$ cat config.mk
export PLATFORM = sky130hd
export DESIGN_NAME = led_blink_pattern_queue_core
export DESIGN_NICKNAME = d
export VERILOG_FILES = /design/src/lbpq_pkg.sv /design/src/lbpq_pattern_ram.sv /design/src/lbpq_mod_unit.sv /design/src/led_blink_pattern_queue_core.sv
export SDC_FILE = /design/constraint.sdc
export NUM_CORES = 1
export LEC_CHECK = 0
export BUFFER_PORTS_ARGS = -buffer_cell sky130_fd_sc_hd__buf_2
export CAP_MARGIN = 20
export CORE_ASPECT_RATIO = 0.75
export CORE_MARGIN = 5
export CORE_UTILIZATION = 35
export CTS_BUF_LIST = sky130_fd_sc_hd__clkbuf_16
export DETAILED_ROUTE_END_ITERATION = 10
export SYNTH_ARGS = -nofsm -noshare
export SYNTH_HDL_FRONTEND = slang
export SYNTH_HIERARCHICAL = 1
export SYNTH_SLANG_ARGS = --single-unit
export TNS_END_PERCENT = 10
$ cat constraint.sdc
create_clock -name clock -period 7.2 [get_ports clock]
set_input_delay 0 -clock clock [delete_from_list [all_inputs] [get_ports clock]]
set_output_delay 0 -clock clock [all_outputs]
set_load 0.01 [all_outputs]
$ cat src/lbpq_pkg.sv
// ---------------------------------------------------------------------------
// lbpq_pkg
// Types, sizes and helpers shared by the LED blink pattern queue block.
// ---------------------------------------------------------------------------
package lbpq_pkg;

   localparam int QUEUE_DEPTH = 4;
   localparam int NUM_LEDS    = 3;

   localparam int LED_W   = (NUM_LEDS > 1) ? $clog2(NUM_LEDS) : 1;
   localparam int QIDX_W  = $clog2(QUEUE_DEPTH);
   localparam int ADDR_W  = $clog2(NUM_LEDS * QUEUE_DEPTH);
   localparam int COUNT_W = 16;
   localparam int PHASE_W = 8;
   localparam int PERIOD_W = 10;
   localparam int FLAG_W  = 3;

   typedef logic [LED_W-1:0]    led_idx_type;
   typedef logic [QIDX_W-1:0]   qidx_type;
   typedef logic [ADDR_W-1:0]   addr_type;
   typedef logic [COUNT_W-1:0]  count_type;
   typedef logic [PERIOD_W-1:0] period_type;

   typedef struct packed {
      logic [COUNT_W-1:0] total;
      logic [PHASE_W-1:0] on1;
      logic [PHASE_W-1:0] off1;
      logic [PHASE_W-1:0] on2;
      logic [PHASE_W-1:0] off2;
      period_type         period;
   } pattern_type;

   localparam int PATTERN_W = $bits(pattern_type);

   typedef enum logic [1:0] {
      QS_EMPTY = 2'd0,
      QS_PART  = 2'd1,
      QS_FULL  = 2'd2
   } queue_status_type;

   typedef enum logic [2:0] {
      ST_IDLE,
      ST_ENQ,
      ST_SCAN,
      ST_LOAD,
      ST_EVAL,
      ST_DIV,
      ST_DONE
   } fsm_state_type;

   typedef struct packed {
      logic     rd_en;
      addr_type rd_addr;
      logic     wr_en;
      addr_type wr_addr;
      logic     div_start;
      logic     next_led;
      logic     rsp_load;
   } ctl_type;

   function automatic qidx_type qidx_next(input qidx_type idx);
      qidx_type res;
      if (int'(idx) == QUEUE_DEPTH - 1) begin
         res = '0;
      end else begin
         res = idx + qidx_type'(1);
      end
      return res;
   endfunction

   function automatic addr_type pat_addr(input led_idx_type led, input qidx_type idx);
      return addr_type'(int'(led) * QUEUE_DEPTH + int'(idx));
   endfunction

endpackage

$ cat src/lbpq_pattern_ram.sv
// ---------------------------------------------------------------------------
// lbpq_pattern_ram
// Simple dual-port RAM, one write and one read port, registered read data.
// ---------------------------------------------------------------------------
module lbpq_pattern_ram #(
   parameter int DATA_W = 58,
   parameter int DEPTH  = 12,
   parameter int ADDR_W = 4
) (
   input  logic              clock,
   input  logic              wr_en,
   input  logic [ADDR_W-1:0] wr_addr,
   input  logic [DATA_W-1:0] wr_data,
   input  logic              rd_en,
   input  logic [ADDR_W-1:0] rd_addr,
   output logic [DATA_W-1:0] rd_data
);

   logic [DATA_W-1:0] mem_ff [DEPTH];
   logic [DATA_W-1:0] rd_data_ff;

   always_ff @(posedge clock) begin
      if (wr_en) begin
         mem_ff[wr_addr] <= wr_data;
      end
   end

   always_ff @(posedge clock) begin
      if (rd_en) begin
         rd_data_ff <= mem_ff[rd_addr];
      end
   end

   assign rd_data = rd_data_ff;

endmodule

$ cat src/lbpq_mod_unit.sv
// ---------------------------------------------------------------------------
// lbpq_mod_unit
// Restoring remainder unit: tick count modulo pattern period, one bit a cycle.
// ---------------------------------------------------------------------------
module lbpq_mod_unit
   import lbpq_pkg::*;
(
   input  logic       clock,
   input  logic       reset,
   input  logic       start,
   input  count_type  dividend,
   input  period_type divisor,
   output logic       done,
   output period_type remainder
);

   localparam int STEP_W = $clog2(COUNT_W + 1);

   logic                busy_ff, busy_in;
   logic                done_ff, done_in;
   logic [STEP_W-1:0]   step_ff, step_in;
   count_type           dvd_ff, dvd_in;
   period_type          dvs_ff, dvs_in;
   period_type          rem_ff, rem_in;
   logic [PERIOD_W:0]   shifted;

   assign shifted = {rem_ff, dvd_ff[COUNT_W-1]};

   always_comb begin
      busy_in = busy_ff;
      done_in = 1'b0;
      step_in = step_ff;
      dvd_in  = dvd_ff;
      dvs_in  = dvs_ff;
      rem_in  = rem_ff;
      if (start) begin
         busy_in = 1'b1;
         step_in = STEP_W'(COUNT_W);
         dvd_in  = dividend;
         dvs_in  = divisor;
         rem_in  = '0;
      end else if (busy_ff) begin
         dvd_in = {dvd_ff[COUNT_W-2:0], 1'b0};
         if (shifted >= {1'b0, dvs_ff}) begin
            rem_in = PERIOD_W'(shifted - {1'b0, dvs_ff});
         end else begin
            rem_in = shifted[PERIOD_W-1:0];
         end
         step_in = step_ff - STEP_W'(1);
         if (step_ff == STEP_W'(1)) begin
            busy_in = 1'b0;
            done_in = 1'b1;
         end
      end
   end

   always_ff @(posedge clock) begin
      if (reset) begin
         busy_ff <= 1'b0;
         done_ff <= 1'b0;
         step_ff <= '0;
      end else begin
         busy_ff <= busy_in;
         done_ff <= done_in;
         step_ff <= step_in;
      end
   end

   always_ff @(posedge clock) begin
      dvd_ff <= dvd_in;
      dvs_ff <= dvs_in;
      rem_ff <= rem_in;
   end

   assign done      = done_ff;
   assign remainder = rem_ff;

endmodule

$ cat src/led_blink_pattern_queue_core.sv
// ---------------------------------------------------------------------------
// led_blink_pattern_queue_core
// Three LEDs, each with a circular queue of blink patterns.
//
// The req_ channel takes one item: a tick (req_kind 0) or an enqueue of a
// pattern for LED req_led_id (req_kind 1). Each item gives exactly one item
// on the rsp_ channel: the accept flag of an enqueue (1 for a tick) and the
// LED levels, full flags and empty flags after the item is applied.
// Patterns live in a RAM with registered reads; per-LED indexes,
// counters and levels sit in registers.
// An enqueue passes the enqueue state and then the done state. A tick walks the
// LEDs one after another: an empty queue is skipped in the scan state, a served
// queue is read and compared and, unless it drains or its period is zero, gets
// a bit-serial remainder of the tick count by the period for the new LED level.
// One item is in work at a time; req_ready is high while the block is idle.
// A result waits in an output register; while rsp_ready is low the next item
// may still be taken and worked, then it holds in the done state until free.
// Reset (synchronous) empties all queues, clears counters and turns LEDs off;
// no clearing pass is run on the pattern RAM.
// ---------------------------------------------------------------------------
module led_blink_pattern_queue_core
   import lbpq_pkg::*;
(
   input  logic             clock,
   input  logic             reset,
   input  logic             req_valid,
   output logic             req_ready,
   input  logic             req_kind,
   input  logic [1:0]       req_led_id,
   input  logic [15:0]      req_total_ticks,
   input  logic [7:0]       req_on_first,
   input  logic [7:0]       req_off_first,
   input  logic [7:0]       req_on_second,
   input  logic [7:0]       req_off_second,
   output logic             rsp_valid,
   input  logic             rsp_ready,
   output logic             rsp_accepted,
   output logic [2:0]       rsp_led_levels,
   output logic [2:0]       rsp_full_flags,
   output logic [2:0]       rsp_empty_flags
);

   fsm_state_type    state_ff, state_in;
   led_idx_type      led_ff, led_in;
   logic             inc_ff, inc_in;
   logic             acc_ff, acc_in;

   logic             kind_ff;
   logic [1:0]       led_id_ff;
   pattern_type      req_pat_ff;

   qidx_type         head_ff   [NUM_LEDS];
   qidx_type         head_in   [NUM_LEDS];
   qidx_type         tail_ff   [NUM_LEDS];
   qidx_type         tail_in   [NUM_LEDS];
   queue_status_type status_ff [NUM_LEDS];
   queue_status_type status_in [NUM_LEDS];
   count_type        count_ff  [NUM_LEDS];
   count_type        count_in  [NUM_LEDS];
   logic             level_ff  [NUM_LEDS];
   logic             level_in  [NUM_LEDS];

   logic             rsp_valid_ff, rsp_valid_in;
   logic             rsp_acc_ff;
   logic [FLAG_W-1:0] rsp_lvl_ff, rsp_full_ff, rsp_empty_ff;
   logic [FLAG_W-1:0] lvl_vec, full_vec, empty_vec;

   ctl_type          ctl;
   logic [PATTERN_W-1:0] rd_data;
   pattern_type      cur_pat;
   logic             div_done;
   period_type       div_rem;

   led_idx_type      enq_led;
   logic             enq_ok;
   logic             last_led;
   logic             empty_cur;
   logic             hit;
   logic             drained;
   logic             zero_period;
   period_type       edge1, edge2;
   logic             phase_level;

   assign req_ready = (state_ff == ST_IDLE);
   assign cur_pat   = pattern_type'(rd_data);

   assign enq_led     = led_idx_type'(led_id_ff);
   assign enq_ok      = (int'(led_id_ff) < NUM_LEDS) && (status_ff[enq_led] != QS_FULL);
   assign last_led    = (int'(led_ff) == NUM_LEDS - 1);
   assign empty_cur   = (status_ff[led_ff] == QS_EMPTY);
   assign hit         = (cur_pat.total == count_ff[led_ff]);
   assign drained     = (qidx_next(head_ff[led_ff]) == tail_ff[led_ff]);
   assign zero_period = (cur_pat.period == '0);

   lbpq_pattern_ram #(
      .DATA_W (PATTERN_W),
      .DEPTH  (NUM_LEDS * QUEUE_DEPTH),
      .ADDR_W (ADDR_W)
   ) u_ram (
      .clock   (clock),
      .wr_en   (ctl.wr_en),
      .wr_addr (ctl.wr_addr),
      .wr_data (req_pat_ff),
      .rd_en   (ctl.rd_en),
      .rd_addr (ctl.rd_addr),
      .rd_data (rd_data)
   );

   lbpq_mod_unit u_mod (
      .clock     (clock),
      .reset     (reset),
      .start     (ctl.div_start),
      .dividend  (count_ff[led_ff]),
      .divisor   (cur_pat.period),
      .done      (div_done),
      .remainder (div_rem)
   );

   // phase edges of the head pattern, applied to the remainder
   always_comb begin
      edge1 = period_type'({2'b00, cur_pat.on1}) + period_type'({2'b00, cur_pat.off1});
      edge2 = edge1 + period_type'({2'b00, cur_pat.on2});
      phase_level = level_ff[led_ff];
      if (div_rem < edge1) begin
         if (div_rem == '0) begin
            phase_level = (cur_pat.on1 != '0);
         end else if (div_rem == period_type'({2'b00, cur_pat.on1})) begin
            phase_level = 1'b0;
         end
      end else if (div_rem == edge1) begin
         if (cur_pat.on2 != '0) begin
            phase_level = 1'b1;
         end
      end else if (div_rem == edge2) begin
         phase_level = 1'b0;
      end
   end

   // next state
   always_comb begin
      state_in = state_ff;
      case (state_ff)
         ST_IDLE: begin
            if (req_valid) begin
               state_in = req_kind ? ST_ENQ : ST_SCAN;
            end
         end
         ST_ENQ: begin
            state_in = ST_DONE;
         end
         ST_SCAN: begin
            if (empty_cur) begin
               state_in = last_led ? ST_DONE : ST_SCAN;
            end else begin
               state_in = ST_LOAD;
            end
         end
         ST_LOAD: begin
            if (hit && drained) begin
               state_in = last_led ? ST_DONE : ST_SCAN;
            end else begin
               state_in = ST_EVAL;
            end
         end
         ST_EVAL: begin
            if (zero_period) begin
               state_in = last_led ? ST_DONE : ST_SCAN;
            end else begin
               state_in = ST_DIV;
            end
         end
         ST_DIV: begin
            if (div_done) begin
               state_in = last_led ? ST_DONE : ST_SCAN;
            end
         end
         ST_DONE: begin
            if (!rsp_valid_ff || rsp_ready) begin
               state_in = ST_IDLE;
            end
         end
         default: begin
            state_in = ST_IDLE;
         end
      endcase
   end

   // control strobes
   always_comb begin
      ctl = '0;
      case (state_ff)
         ST_ENQ: begin
            ctl.wr_en   = enq_ok;
            ctl.wr_addr = pat_addr(enq_led, tail_ff[enq_led]);
         end
         ST_SCAN: begin
            ctl.rd_en    = !empty_cur;
            ctl.rd_addr  = pat_addr(led_ff, head_ff[led_ff]);
            ctl.next_led = empty_cur;
         end
         ST_LOAD: begin
            // head moves on: fetch the new head for evaluation
            ctl.rd_en    = hit && !drained;
            ctl.rd_addr  = pat_addr(led_ff, qidx_next(head_ff[led_ff]));
            ctl.next_led = hit && drained;
         end
         ST_EVAL: begin
            ctl.div_start = !zero_period;
            ctl.next_led  = zero_period;
         end
         ST_DIV: begin
            ctl.next_led = div_done;
         end
         ST_DONE: begin
            ctl.rsp_load = !rsp_valid_ff || rsp_ready;
         end
         default: begin
            ctl = '0;
         end
      endcase
   end

   // per-LED queue state
   always_comb begin
      for (int i = 0; i < NUM_LEDS; i++) begin
         head_in[i]   = head_ff[i];
         tail_in[i]   = tail_ff[i];
         status_in[i] = status_ff[i];
         count_in[i]  = count_ff[i];
         level_in[i]  = level_ff[i];
      end
      led_in = led_ff;
      inc_in = inc_ff;
      acc_in = acc_ff;
      if (state_ff == ST_IDLE && req_valid) begin
         led_in = '0;
         acc_in = 1'b1;
      end
      if (ctl.next_led && !last_led) begin
         led_in = led_ff + led_idx_type'(1);
      end
      case (state_ff)
         ST_ENQ: begin
            acc_in = enq_ok;
            if (enq_ok) begin
               count_in[enq_led] = '0;
               tail_in[enq_led]  = qidx_next(tail_ff[enq_led]);
               status_in[enq_led] =
                  (head_ff[enq_led] == qidx_next(tail_ff[enq_led])) ? QS_FULL : QS_PART;
            end
         end
         ST_LOAD: begin
            inc_in = !hit;
            if (hit) begin
               count_in[led_ff] = '0;
               head_in[led_ff]  = qidx_next(head_ff[led_ff]);
               if (drained) begin
                  status_in[led_ff] = QS_EMPTY;
                  level_in[led_ff]  = 1'b0;
               end else begin
                  status_in[led_ff] = QS_PART;
               end
            end
         end
         ST_EVAL: begin
            if (zero_period) begin
               level_in[led_ff] = 1'b0;
               if (inc_ff) begin
                  count_in[led_ff] = count_ff[led_ff] + count_type'(1);
               end
            end
         end
         ST_DIV: begin
            if (div_done) begin
               level_in[led_ff] = phase_level;
               if (inc_ff) begin
                  count_in[led_ff] = count_ff[led_ff] + count_type'(1);
               end
            end
         end
         default: begin
            led_in = led_in;
         end
      endcase
   end

   genvar g;
   generate
      for (g = 0; g < FLAG_W; g++) begin : g_flags
         if (g < NUM_LEDS) begin : g_on
            assign lvl_vec[g]   = level_ff[g];
            assign full_vec[g]  = (status_ff[g] == QS_FULL);
            assign empty_vec[g] = (status_ff[g] == QS_EMPTY);
         end else begin : g_off
            assign lvl_vec[g]   = 1'b0;
            assign full_vec[g]  = 1'b0;
            assign empty_vec[g] = 1'b0;
         end
      end
   endgenerate

   always_comb begin
      rsp_valid_in = rsp_valid_ff;
      if (ctl.rsp_load) begin
         rsp_valid_in = 1'b1;
      end else if (rsp_ready) begin
         rsp_valid_in = 1'b0;
      end
   end

   always_ff @(posedge clock) begin
      if (reset) begin
         state_ff     <= ST_IDLE;
         led_ff       <= '0;
         inc_ff       <= 1'b0;
         acc_ff       <= 1'b0;
         rsp_valid_ff <= 1'b0;
         for (int i = 0; i < NUM_LEDS; i++) begin
            head_ff[i]   <= '0;
            tail_ff[i]   <= '0;
            status_ff[i] <= QS_EMPTY;
            count_ff[i]  <= '0;
            level_ff[i]  <= 1'b0;
         end
      end else begin
         state_ff     <= state_in;
         led_ff       <= led_in;
         inc_ff       <= inc_in;
         acc_ff       <= acc_in;
         rsp_valid_ff <= rsp_valid_in;
         for (int i = 0; i < NUM_LEDS; i++) begin
            head_ff[i]   <= head_in[i];
            tail_ff[i]   <= tail_in[i];
            status_ff[i] <= status_in[i];
            count_ff[i]  <= count_in[i];
            level_ff[i]  <= level_in[i];
         end
      end
   end

   // item capture and result registers
   always_ff @(posedge clock) begin
      if (state_ff == ST_IDLE && req_valid) begin
         kind_ff           <= req_kind;
         led_id_ff         <= req_led_id;
         req_pat_ff.total  <= req_total_ticks;
         req_pat_ff.on1    <= req_on_first;
         req_pat_ff.off1   <= req_off_first;
         req_pat_ff.on2    <= req_on_second;
         req_pat_ff.off2   <= req_off_second;
         req_pat_ff.period <= period_type'({2'b00, req_on_first})
                            + period_type'({2'b00, req_off_first})
                            + period_type'({2'b00, req_on_second})
                            + period_type'({2'b00, req_off_second});
      end
      if (ctl.rsp_load) begin
         rsp_acc_ff   <= kind_ff ? acc_ff : 1'b1;
         rsp_lvl_ff   <= lvl_vec;
         rsp_full_ff  <= full_vec;
         rsp_empty_ff <= empty_vec;
      end
   end

   assign rsp_valid       = rsp_valid_ff;
   assign rsp_accepted    = rsp_acc_ff;
   assign rsp_led_levels  = rsp_lvl_ff;
   assign rsp_full_flags  = rsp_full_ff;
   assign rsp_empty_flags = rsp_empty_ff;

   // a full or empty queue has its head and tail at the same place
   generate
      for (g = 0; g < NUM_LEDS; g++) begin : g_chk
         a_ptr_match : assert property (@(posedge clock) disable iff (reset)
            (status_ff[g] == QS_FULL || status_ff[g] == QS_EMPTY) |-> head_ff[g] == tail_ff[g])
            else $error("queue status disagrees with head and tail");
      end
   endgenerate

   a_no_rw_overlap : assert property (@(posedge clock) disable iff (reset)
      !(ctl.wr_en && ctl.rd_en))
      else $error("pattern ram written and read in the same cycle");

   a_div_in_state : assert property (@(posedge clock) disable iff (reset)
      div_done |-> state_ff == ST_DIV)
      else $error("remainder finished outside the divide state");

   a_rsp_from_done : assert property (@(posedge clock) disable iff (reset)
      $rose(rsp_valid_ff) |-> $past(state_ff) == ST_DONE)
      else $error("result raised outside the done state");

endmodule

; Word level (Yosys, flattened, before mapping)
; Memories as Yosys holds them, arrays and structs flattened. A register that Yosys moved wholly into a read port is not among the register bits.
; Index checks and enable logic that the tools add are counted.
[totals]
ff_bits = 122
ram_bits = 765
in_bits = 55
out_inout_bits = 12
wordCells = 243
mem_count = 6
[mem_list]
columns = name, depth, width, rd, rd_ports_with_merged_regs, write_ports, line
row1 = u_ram.mem_ff, 12, 58, 1, 1, 1, lbpq_pattern_ram.sv:19  ; logic [DATA_W-1:0] mem_ff [DEPTH];
row2 = count_ff, 3, 16, 4, 1, 3, led_blink_pattern_queue_core.sv:58  ; count_type count_ff [NUM_LEDS];
row3 = head_ff, 3, 2, 5, 2, 3, led_blink_pattern_queue_core.sv:52  ; qidx_type head_ff [NUM_LEDS];
row4 = status_ff, 3, 2, 5, 2, 3, led_blink_pattern_queue_core.sv:56  ; queue_status_type status_ff [NUM_LEDS];
row5 = tail_ff, 3, 2, 5, 2, 3, led_blink_pattern_queue_core.sv:54  ; qidx_type tail_ff [NUM_LEDS];
row6 = level_ff, 3, 1, 4, 1, 3, led_blink_pattern_queue_core.sv:60  ; logic level_ff [NUM_LEDS];
[classes]
addsub = 14
magnitude_cmp = 7
n_eq_ne = 23
mux = 110
bitwise = 29
n_reduce_logical = 30
[ops]
columns = cell, count
row1 = two-way mux 48 bit, 5
row2 = case mux 48 bit (4 select lines), 1
row3 = two-way mux 16 bit, 7
row4 = bitwise AND 48 bit, 2
row5 = NOT 48 bit, 2
row6 = two-way mux 2 bit, 35
row7 = demux 16 bit (select 2 bit), 2
row8 = bitwise mux 48 bit, 1
row9 = two-way mux 6 bit, 7
row10 = two-way mux 3 bit, 11
row11 = two-way mux 1 bit, 25
row12 = case mux 3 bit (7 select lines), 1
row13 = adder 9 x 8 -> 10 bit, 2
row14 = zero test 10 bit, 2
row15 = adder 8 x 8 -> 9 bit, 2
row16 = bitwise mux 6 bit, 3
row17 = "adder 16 x 1 -> 16 bit, second input constant", 1
row18 = == test 16 bit, 1
row19 = nonzero test 8 bit, 2
row20 = two-way mux 5 bit, 3
row21 = OR 1 bit, 15
row22 = adder 4 x 2 -> 4 bit, 3
row23 = case mux 6 bit (2 select lines), 1
row24 = >= comparator 11 x 10 -> 1 bit, 1
row25 = other kinds (43), 78

; Depth between registers and ports, before layout
; Gate-level depths: netlist of run 1.
[depth]
depth_word = 11
depth_mapped = 18
ltp_nobuf = 18

; By module
; Netlist of run 1, hierarchy kept.
[modules_own_cells]
columns = mod, instances, cells_each, area_each_um2, seq_area_each_um2
row1 = lbpq_pattern_ram, 1, 1187, 28531.1, 22641.7
row2 = led_blink_pattern_queue_core, 1, 801, 8518.2, 3753.6
row3 = lbpq_mod_unit, 1, 189, 2212.1, 1121.1

; Worst setup path before layout of run 1
; Ideal clock, no wire load.
[synth_path]
path_type = reg-to-reg
startpoint = register state_ff[0]
endpoint = memory u_ram.mem_ff[0][0] (enable)
setup_ns = 0.545
t_arrival_ns = 5.893
t_required_ns = 6.655
path_slack_ns = 0.762
path_stages_with_launch = 8
path_buffers = 1
synth_period_minus_slack_ns = 6.438
path_cell_list = dfxtp_1 -> clkbuf_1 -> clkinv_1 -> nor3_1 -> nand2_1 -> inv_1 -> or3b_2 -> nor3_1
[synth_lines]
columns = item, line
row1 = "start, declared", led_blink_pattern_queue_core.sv:43  ; fsm_state_type state_ff, state_in;
row2 = "start signal, assigned", led_blink_pattern_queue_core.sv:326  ; state_ff <= state_in;
row3 = "end, declared", lbpq_pattern_ram.sv:19

==> out/summary.txt, run 1 <==
outcome: completed
critical path class: reg2reg
P_leak: 0.0129 uW
Synth Instances: 2,017
Crit Path Max Fanout: 28
grt ovf: 0
Final min period: 4.34 ns
Via Count: 18,718
# fillers: 8,818
crit-path max cell delay: 0.93 ns
Post-Syn Nets: 2,143
Slew @ Worst Pin: 1.08 ns
final RePlAce weighted congestion: 0.861
fin util: 40.3%
CTS tree: done
vias in the first global route: 19,101
port bufs: 66
Initial DRC Count: 1,586
H-tree lvl count: 3
Achievable Freq: 230 MHz
Placed Area: 37,000 um2
CP arrival: 4.59 ns
Die H: 284 um
worst path cell trace: clkinv_1 > nor3_1 > nand2_1 > inv_1 > nand3b_1 > nor2_4 > buf_4
# IOs: 67
CTS-repair resized insts: 0
vias per cell: 5.27
DRT Pass-1 Iters: 7
Final Hold Viols: 0
fin area: 40,100 um2
Max transition margin: 27.7%
final setup TNS: 0 ns
root buffer cell: clkbuf_16
total track usage: 14.8%
Pwr Density: 319 nW/um2
fin nets: 2,283
Clock Skews: 0.0201 ns
max-cap violations: 0
Die W: 376 um
Core Region: 99,500 um2
Die ar.: 107,000 um2
hold slack: 0.0771 ns
antenna cells: 0
hold crit path type: in2reg
mapped cell area: 35,200 um2
Max Slew Vio Count: 0
Clock Latency Late Sink: 0.63 ns
Crit path max-delay family: simple AND/OR/NAND/NOR gates
Bufs and invs on worst path: 3
Synth Warn #: 6
clk slew on worst S/H paths: 0.06 ns
total wire length: 80,100 um
worst path required time: 7.45 ns
Longest Clk Path Bufs: 3
Layout area overhead: 14.1%
share of post-route cells with drive strength above 1: 20.9%
post-detail-place hpwl: 46,500 um
largest net degree at the start of global routing: 77
worst vdd ir: 0.168 mV
Critical-path top delay cell: nor2_4
Post-Layout Cell Count: 3,553
Core Rows: 100
CP startpoint kind: flop
Num CTS Buffers: 84
initial antenna violation count: 0
Syn Area/Cell: 17.4 um2
DRC Markers: 0
post-detailed-route count of antenna-violating nets: 0
period utilisation layout: 60.3%
Inst Count DP: 3,346
Starting Density: 35.3%
WL/cell: 22.6 um
first-pass GRT wire length: 121,000 um
RSZ-0062 raised after global routing: false
Sink Count: 837
# setup viols final: 0
Crit. End Element: flop
layer usage:
metal	track usage (%)	vias to the layer above	share of wire, %
li1	-	8331	-
met1	20.8	9728	45
met2	24.4	560	48
met3	2.44	99	5.2
met4	3.16	0	1.6
met5	0	-	0
path summary, 6_finish.rpt:
| kind | start | slack [ns] | to | cells after the start |
|---|---|---|---|---|
| max | state_ff[0]$_SDFFE_PP0P_ | 2.86 | u_ram/mem_ff[6][54]$_DFFE_PP_ | 7 |
| min | req_off_second[3] | 0.08 | req_pat_ff[3]$_DFFE_PP_ | 4 |
| max reg2reg | state_ff[0]$_SDFFE_PP0P_ | 2.86 | u_ram/mem_ff[6][54]$_DFFE_PP_ | 7 |
| min reg2reg | u_ram/rd_data[5]$_DFFE_PP_ | 0.45 | u_mod/dvs_ff[5]$_DFFE_PP_ | 0 |
sequential cells by signal (all words and copies together) (netlist names), 5 cells and up, named ones only:
signal,cells
head_ff,6
tail_ff,6
u_mod/dvd_ff,16
count_ff,48
u_mod/step_ff,5
u_ram/rd_data,50
u_ram/mem_ff,600
u_mod/dvs_ff,10
u_mod/remainder,10
req_pat_ff,50
repair_timing:
action	CTS	global route
endpoints found under the hold margin	70	0
hold buffers	50	0
setup buffers	0	0
per-stage QoR:
stage / setup slack, ns / power [uW]
after detailed placement: 2.88 / 8730
after CTS: 2.86 / 12900
final: 2.86 / 12800
after floorplan: 1.32 / 8040
after global routing: 2.58 / 13400
after global placement: 3.02 / 8660
worst min-delay path, delay by kind of cell:
| family | cells | cell delay, ns |
|---|---|---|
| fa+ha+maj | 2 | 0.35 |
| xor+xnor | 1 | 0.15 |
| buf+inv | 1 | 0.09 |
final cells by class:
| cell class | count | area (um2) | share of cell area [%] |
|---|---|---|---|
| clock buffers | 85 | 2130 | 5.30 |
| clock inverters | 71 | 492 | 1.23 |
| inverters | 67 | 251 | 0.627 |
| multi-input cells | 1017 | 10300 | 25.6 |
| flip-flops and latches | 837 | 24200 | 60.2 |
| well taps | 1326 | 1660 | 4.14 |
| repair buffers | 150 | 1140 | 2.85 |
power breakdown:
group / internal (uW) / switching [uW]
clock network: 2360 / 1800
registers: 5990 / 462
logic: 935 / 1270
total: 9280 / 3530
layout by cell type (no fill, tap or decap), types with 7 or more instances in the layout:
| master | count |
|---|---|
| inv_1 | 84 |
| a21oi_1 | 39 |
| nand2b_1 | 17 |
| a21o_1 | 10 |
| mux2_1 | 10 |
| xnor2_1 | 49 |
| buf_2 | 66 |
| edfxtp_1 | 739 |
| clkinv_2 | 15 |
| nand2_1 | 52 |
| nor3_1 | 18 |
| o21ai_0 | 33 |
| a31oi_1 | 7 |
| clkbuf_16 | 85 |
| dlygate4sd3_1 | 50 |
| mux2i_1 | 136 |
| a22o_1 | 51 |
| nand4_1 | 9 |
| o21ai_1 | 8 |
| dfxtp_1 | 98 |
| nor2_1 | 83 |
| clkinv_1 | 24 |
| nor2b_1 | 18 |
| and2_1 | 9 |
| buf_4 | 30 |
| nor4_1 | 11 |
| mux2_2 | 16 |
| o221ai_2 | 45 |
| xor2_1 | 21 |
| a211oi_1 | 13 |
| nor2_4 | 13 |
| o21bai_1 | 7 |
| o211ai_1 | 10 |
| fa_1 | 19 |
| a22oi_1 | 7 |
| nand3_1 | 10 |
| mux4_2 | 94 |
| a22oi_2 | 44 |
| ha_1 | 52 |
Note: power is estimated with default switching activity, not from simulation.
==> run 2, diff against run 1 <==
==> constraint.sdc (replaced) <==
create_clock -name clock -period 4 [get_ports clock]
set_input_delay 0 -clock clock [delete_from_list [all_inputs] [get_ports clock]]
set_output_delay 0 -clock clock [all_outputs]
set_load 0.01 [all_outputs]
==> run 2 against run 1 <==
Against the previous run:
- cell count up 0.84%
- fmax is 15% higher
- critical path depth grew 10
- sequential power grew 80%
- non-clock buffer count rose by 34
- global-route usage rose by 0.19 points
- clock skew grew 0.0080 ns
- via count increased by 0.40%
- first-iteration DRC count decreased by 12%
- clock power is 98% higher
- die area stayed put
- critical path type unchanged
==> out/summary.txt, run 2 (same netlist as run 1, synthesis figures left out) <==
total power draw: 24,000 uW (+87%)
Place WS: 0.0564 ns (-2.82 ns)
Die W: 376 um (unchanged)
port bufs: 66 (unchanged)
# setup viols final: 0 (unchanged)
Clock Latency Late Sink: 0.66 ns (+0.03 ns)
share of post-route cells with drive strength above 1: 22.6% (+1.8 points)
CP arrival: 4.32 ns (-0.27 ns)
Core Region: 99,500 um2 (unchanged)
P_leak: 0.0132 uW (+2.6%)
Sink Count: 837 (unchanged)
Layout area overhead: 16.8%
root buffer cell: clkbuf_16
clock power share: 34.4% (+2.0 points)
post-detail-place hpwl: 49,500 um (+6.4%)
DRC Markers: 0 (unchanged)
initial antenna violation count: 0 (unchanged)
DRT Pass-1 Iters: 5 (-2)
RR Endpoint: level_ff[2]$_SDFFE_PP0P_
Via Count: 18,792 (+0.40%)
critical path class: reg2reg
CP startpoint kind: flop
hold crit path type: in2reg
Longest Clk Path Bufs: 3 (unchanged)
final worst slack: 0.230 ns (-2.63 ns)
Crit. End Element: flop
switching pwr: 6530 uW (+85%)
Pint: 17,400 uW (+88%)
Slew @ Worst Pin: 1.07 ns (-0.0117 ns)
hold path depth: 2 (-2)
post-detailed-route count of antenna-violating nets: 0 (unchanged)
Clock Skews: 0.0282 ns (+0.00802 ns)
antenna cells: 0 (unchanged)
most frequent cells in the layout: edfxtp_1 (739), mux2i_1 (136), dfxtp_1 (98)
total track usage: 15.0% (+0.19 points)
Placed Area: 37,600 um2 (+1.7%)
grt ovf: 0 (unchanged)
hold wc startpoint: req_total_ticks[0]
H-tree lvl count: 3 (unchanged)
worst vdd ir: 0.324 mV (+93%)
period utilisation layout: 94.2% (+34 points)
outcome: completed
Pwr Density: 584 nW/um2 (+83%)
vias per cell: 5.24 (-0.45%)
Register Area: 24,200 um2 (unchanged)
hold slack: 0.0680 ns (-0.00907 ns)
Die ar.: 107,000 um2 (unchanged)
Final min period: 3.77 ns (-0.570 ns)
worst path required time: 4.55 ns (-2.90 ns)
Crit Path Max Fanout: 3 (-89%)
max-cap violations: 0 (unchanged)
Num CTS Buffers: 83 (-1.2%)
fin nets: 2,316 (+1.4%)
crit path from: u_ram/rd_data[34]$_DFFE_PP_
largest net degree at the start of global routing: 73 (-5.2%)
Core Rows: 100 (unchanged)
RSZ-0062 raised after global routing: false
final RePlAce weighted congestion: 0.868 (+0.77%)
Starting Density: 35.3% (unchanged)
sequential power share: 48.3% (-2.0 points)
fin area: 41,000 um2 (+2.4%)
WL/cell: 22.6 um (+0.15%)
clk slew on worst S/H paths: 0.07 ns (about the same)
area of the multi-input gates: 10,300 um2 (+0.46%)
# fillers: 8,814 (-0.045%)
total wire length: 80,900 um (+0.99%)
R2R depth: 17 (+10)
Max Slew Vio Count: 0 (unchanged)
# IOs: 67 (unchanged)
Gate power share: 17.3% (about the same)
Die H: 284 um (unchanged)
FF-to-FF Start: u_ram/rd_data[34]$_DFFE_PP_
Net Sw Frac: 27.2% (-0.30 points)
final setup TNS: 0 ns (unchanged)
Max transition margin: 28.6% (+0.95 points)
Initial DRC Count: 1,389 (-12%)
commonest non-fill, non-tap cell in the layout: edfxtp_1
Final Hold Viols: 0 (unchanged)
CTS tree: done
first-pass GRT wire length: 123,000 um (+1.4%)
hold path endpoint: req_pat_ff[42]$_DFFE_PP_
Most flops, register: u_ram/mem_ff
number of flip-flops under the largest register name: 600 (unchanged)
register-to-register setup slack: 0.23 ns (-2.63 ns)
vias in the first global route: 19,191 (+0.47%)
Achievable Freq: 265 MHz (+15%)
run 2: worst max path at each step:
stage                              endpoint  slack, ns  cells past startpoint
6_report           level_ff[2]$_SDFFE_PP0P_       0.23                     17
5_1_grt            level_ff[2]$_SDFFE_PP0P_       0.05                     19
2_1_floorplan  u_ram/mem_ff[1][0]$_DFFE_PP_      -0.52                      7
4_1_cts            level_ff[2]$_SDFFE_PP0P_       0.02                     18
3_3_place_gp       level_ff[1]$_SDFFE_PP0P_       0.03                     18
3_5_place_dp       level_ff[2]$_SDFFE_PP0P_       0.06                     18
run 2: critical path, cell delays in order (launching register included):
cell	delay, ns
edfxtp_1	0.43
ha_1	0.24
inv_1	0.08
fa_1	0.20
nor2b_1	0.06
o31a_1	0.27
or2_2	0.29
a21o_1	0.20
xor2_2	0.16
buf_4	0.14
ha_1	0.31
a21o_1	0.22
a31o_2	0.25
a21oi_1	0.16
o311a_1	0.18
a31oi_2	0.10
buf_4	0.16
a22o_1	0.22
run 2: layout make-up:
type,instances,share of cell area [%]
clock inverter,68,1.93
clock buffer,84,5.12
inverter,67,0.613
multi-input combinational,1017,25.1
timing repair buffer,184,4.30
sequential,837,58.8
tap,1326,4.04
run 2: power groups by stage:
stage | Clock (uW) | Sequential (uW) | Combinational [uW]
floorplan | 0 | 11400 | 3060
global placement | 0 | 11700 | 4030
detailed placement | 0 | 11800 | 4100
CTS | 8450 | 11600 | 4160
global route | 8800 | 11700 | 4530
finish | 8250 | 11600 | 4160
run 2: timing repair:
item / 4_1_cts / 5_1_grt
endpoints found under the hold margin: 70 / 0
hold buffers: 50 / 0
endpoints found under the setup margin: 0 / 3
buffers inserted: 0 / 4
gates resized for setup: 0 / 5
run 2: metrics by stage:
step / utilization, % / instances
finish: 41.3 / 3583
global route: 41.3 / 3583
floorplan: - / 2017
CTS: 41.2 / 3579
global placement: 37.8 / 3377
detailed placement: 37.8 / 3377
run 2: routing by layer:
metal,vias to the layer above,share of wire (%),GRT usage (%)
met5,-,0,0
met4,0,2.0,3.69
met3,121,5.0,2.59
met2,506,46,23.7
met1,9776,47,21.6
li1,8389,-,-
